--- src/rtl/core/psuh_pkg.sv ---
// ----------------------------------------------------------------------------
// psuh_pkg
// Shared types and constants of the packed sample unpacker with histograms.
// ----------------------------------------------------------------------------
package psuh_pkg;

  localparam int VAL_W          = 9;
  localparam int OUT_CNT_W      = 32;
  localparam int RES_FIFO_DEPTH = 4;
  localparam int RES_LVL_W      = $clog2(RES_FIFO_DEPTH + 1);

  typedef enum logic [1:0] {
    MODE_2BIT = 2'd0,
    MODE_4BIT = 2'd1,
    MODE_8BIT = 2'd2
  } bits_mode_e;

  typedef enum logic {
    OP_UNPACK = 1'b0,
    OP_READ   = 1'b1
  } opcode_e;

  typedef enum logic {
    REG_SAMPLE_BITS = 1'b0,
    REG_TWO_POL     = 1'b1
  } cfg_reg_e;

  typedef struct packed {
    logic signed [VAL_W-1:0] value_a;
    logic signed [VAL_W-1:0] value_b;
    logic signed [VAL_W-1:0] value_c;
    logic signed [VAL_W-1:0] value_d;
    logic [OUT_CNT_W-1:0]    bin_count;
    logic                    last;
  } res_t;

endpackage

--- src/rtl/core/psuh_res_fifo.sv ---
// ----------------------------------------------------------------------------
// psuh_res_fifo
// Small result queue between the histogram pipeline and the output channel.
// ----------------------------------------------------------------------------
module psuh_res_fifo (
  input  logic                       clk_i,
  input  logic                       rst_ni,
  input  logic                       push_i,
  input  psuh_pkg::res_t             data_i,
  input  logic                       pop_i,
  output logic                       valid_o,
  output psuh_pkg::res_t             data_o,
  output logic [psuh_pkg::RES_LVL_W-1:0] level_o
);

  import psuh_pkg::*;

  localparam int PTR_W = $clog2(RES_FIFO_DEPTH);

  res_t               buf_q [RES_FIFO_DEPTH];
  logic [PTR_W-1:0]   wptr_q, rptr_q;
  logic [RES_LVL_W-1:0] cnt_q, cnt_d;
  logic               do_pop;

  assign valid_o = (cnt_q != '0);
  assign data_o  = buf_q[rptr_q];
  assign level_o = cnt_q;
  assign do_pop  = pop_i && valid_o;

  always_comb begin
    cnt_d = cnt_q;
    if (push_i && !do_pop) begin
      cnt_d = cnt_q + 1'b1;
    end else if (!push_i && do_pop) begin
      cnt_d = cnt_q - 1'b1;
    end
  end

  always_ff @(posedge clk_i or negedge rst_ni) begin
    if (!rst_ni) begin
      wptr_q <= '0;
      rptr_q <= '0;
      cnt_q  <= '0;
    end else begin
      cnt_q <= cnt_d;
      if (push_i) begin
        wptr_q <= wptr_q + 1'b1;
      end
      if (do_pop) begin
        rptr_q <= rptr_q + 1'b1;
      end
    end
  end

  always_ff @(posedge clk_i) begin
    if (push_i) begin
      buf_q[wptr_q] <= data_i;
    end
  end

endmodule

--- config.mk ---
export PLATFORM = sky130hd
export DESIGN_NAME = psuh_res_fifo
export DESIGN_NICKNAME = d
export VERILOG_FILES = /design/src/rtl/core/psuh_pkg.sv /design/src/rtl/core/psuh_res_fifo.sv
export SDC_FILE = /design/constraint.sdc
export NUM_CORES = 1
export LEC_CHECK = 0
export ABC_AREA = 1
export BUFFER_PORTS_ARGS = -buffer_cell sky130_fd_sc_hd__buf_2
export CORE_ASPECT_RATIO = 1.25
export CORE_MARGIN = 2
export CORE_UTILIZATION = 50
export DETAILED_ROUTE_END_ITERATION = 12
export PLACE_DENSITY = 0.82
export SLEW_MARGIN = 10
export SYNTH_ARGS = -nofsm -noshare
export SYNTH_HDL_FRONTEND = slang
export SYNTH_SLANG_ARGS = --single-unit
export TNS_END_PERCENT = 30
--- constraint.sdc ---
create_clock -name clk_i -period 2.4 [get_ports clk_i]
set_input_delay 0 -clock clk_i [delete_from_list [all_inputs] [get_ports clk_i]]
set_output_delay 0 -clock clk_i [all_outputs]
set_load 0.005 [all_outputs]
==> summary.md <==
| Metric | Value |
|---|---|
| Max FO, Critical Path | `91` |
| FF-to-FF path depth | `10` |
| Clk_lat worst skew | `0.52 ns` |
| Post-Route WL | `23.2 mm` |
| Routed via count | `7033` |
| Outcome | `completed` |
| Dominant cell type by area after synthesis | `edfxtp_1` |
| Vias in the first global route | `7088` |
| CTS tree | `built` |
| GPL Wtd Cong | `0.774` |
| CTS root buf | `clkbuf_16` |
| P per Cell Area | `1140 mW/mm2` |
| Worst path max stage delay | `0.45 ns` |
| Most common cell after layout, fill and taps aside | `edfxtp_1` |
| Cells along the critical path | `inv_8, buf_12, nand2_1, o211ai_1, nand2_1, buf_2` |
| Worst path depth | `6` |
| Largest cells by area after synthesis | `edfxtp_1 73%, o211ai_1 9.1%, nand2_1 7.5%` |
| Met2 Use GR | `38.1%` |
| Fin. Hold Viols | `0` |
| Crit-path most repeated cell | `nand2_1` |
| Syn_area_per_cell | `13.2 um2` |
| Number of max-cap violations | `0` |
| Cells after Synth | `859` |
| Layout area overhead | `23.1%` |
| Inst Count DP | `1261` |
| VDD IR-drop max | `0.799 mV` |
| GRT busiest layer | `met2` |
| Slew Limit Fails | `0` |
| Final setup fails | `0` |
| Synth cell types | `17` |
| Final worst clock skew | `0.0127 ns` |
| H-tree depth | `1` |
| Post-DRT Antenna Nets | `0` |
| Critical-path top delay cell | `dfrtp_1` |
| Starting density of the core | `50.9%` |
| DRC | `0` |
| Flops & latches, synth | `283` |
| Crit path buffers/inverters | `3` |
| R2R Path Start | `level_o[0]` |
| Final period util | `90.3%` |
| Routed WL per cell | `16.7 um` |
| # IOs | `146` |
| Die ar. | `0.0239 mm2` |
| Die Y | `172 um` |
| Ys Warns | `0` |
| Cell area after synthesis | `0.0113 mm2` |
| Rows | `61` |
| Worst-path clk slew | `0.06 ns` |
| RSZ-0062 raised after global routing | `no` |
| Vias per std cell | `5.08` |
| Net count after synthesis | `938` |
| Antenna violations before repair | `2` |
| Slew @ Worst Pin | `0.500 ns` |
| Static leakage | `5.70 nW` |
| Fin cells | `1384` |
| CP endpoint kind | `output pin` |
| CTS Sinks | `283` |
| Hpwl dp | `14.4 mm` |
| Buffers added on ports | `145` |
| Tot Pwr | `15.9 mW` |
| CP required | `2.40 ns` |
| Total iterations of the first detailed-routing run | `5` |
| Core area | `0.0223 mm2` |
| Clock Path Buffers | `3` |
| Slew Limit Headroom | `66.6%` |
| Worst Hold Depth | `2` |
| Grt total ovfl | `0` |
| CP arrival | `2.17 ns` |
| Initial drt markers | `428` |
| Minimum clock period | `2.17 ns` |
| Min-delay worst type | `in -> reg` |
| First-pass GRT wire length | `36.1 mm` |
| Synth top area share | `73.1%` |
| Critical Path Source Type | `register` |
| Cts bufs inserted | `27` |
| Largest net degree at the start of global routing | `92` |
| Fin nets | `1159` |
| Hold path start | `data_i[36]` |
| Layout cells sized above 1 | `19.3%` |
| Most frequent cells in the layout | `276 x edfxtp_1, 227 x nand2_1, 145 x inv_1, 145 x buf_2, 138 x o211ai_1` |
| Delay-heaviest family, CP | `buffers and inverters` |
| GRT Overall Usage | `19.3%` |
| Critical path type | `reg -> out` |
| Die width | `139 um` |
| Met3 Resource Use GR | `2.60%` |
| Post-synthesis sequential area ratio | `74.6%` |
| Worst Setup SP | `rptr_q[0]` |
| Fmax | `0.461 GHz` |
| GR Util met1 | `21.5%` |
-- layer usage --
| layer | vias up | part of all wire (%) | wire (um) |
|---|---|---|---|
| met4 | 0 | 2.8 | 643 |
| met3 | 49 | 4.8 | 1110 |
| met2 | 198 | 56 | 12900 |
| met1 | 3358 | 37 | 8500 |
| li1 | 3428 | - | - |
| met5 | - | 0 | 0 |
-- synth_stat cells (all sizes together) --
cell	number
buf	34
clkbuf	12
dfrtp	7
edfxtp	276
fa	1
ha	5
inv	151
nand2	227
nand3	3
nand4	1
nor2	1
o211ai	138
o21ai	1
xnor2	1
xor2	1
-- logic make-up after synthesis --
kind of cell	count (synthesis)	synth area share, %
DFF	283	74.6
and+or+nand+nor	232	7.73
buffers and inverters	197	7.61
AOI/OAI and AO/OA	139	9.18
adders and majority gates	6	0.728
xor gates and xnor gates	2	0.154
-- through the flow --
| stage | util (%) | area, um2 | hold WS [ns] | TNS [ns] | setup WS [ns] |
|---|---|---|---|---|---|
| 2_1_floorplan | - | 11300 | -0.296 | -3.71 | -0.0333 |
| 3_3_place_gp | 55.7 | 12400 | -0.157 | 0 | 0.658 |
| 3_5_place_dp | 55.7 | 12400 | -0.155 | 0 | 0.613 |
| 4_1_cts | 62.6 | 14000 | 0.208 | 0 | 0.167 |
| 5_1_grt | 62.6 | 14000 | 0.227 | 0 | 0.0189 |
| 6_report | 62.6 | 14000 | 0.232 | 0 | 0.233 |
-- what timing repair did --
action / 4_1_cts / 5_1_grt
hold buffers: 73 / 0
setup buffers: 0 / 0
resized for setup: 0 / 0
endpoints found under the hold margin: 288 / 0
-- power by group --
group          internal (mW)  leakage [nW]  switching (mW)
sequential              6.46          2.62           0.262
combinational           1.95          2.67            3.33
clock                   2.17         0.407            1.72
total                   10.6          5.70            5.31
-- final cells by class --
cell class                 count  area, um2
tap                          283        354
inverter                     151        582
timing repair buffer         238       1730
multi-input combinational    379       2020
clock buffer                  30        687
sequential                   283       8460
fill                        1584       8320
clock inverter                18        120
antenna                        2       5.00
-- registers in the layout (all words and copies together), names as in the netlist --
signal   cells
buf_q      276
level_o      3
rptr_q       2
wptr_q       2
-- final timing paths --
path / slack, ns / endpoint
max: 0.23 / data_o[44]
min: 0.23 / buf_q[0][36]
max reg2reg: 0.61 / level_o[2]
min reg2reg: 0.52 / level_o[2]
max in group asynchronous: 1.68 / rptr_q[1]
min in group asynchronous: 0.44 / level_o[2]
(Power assumes the default switching activity.)
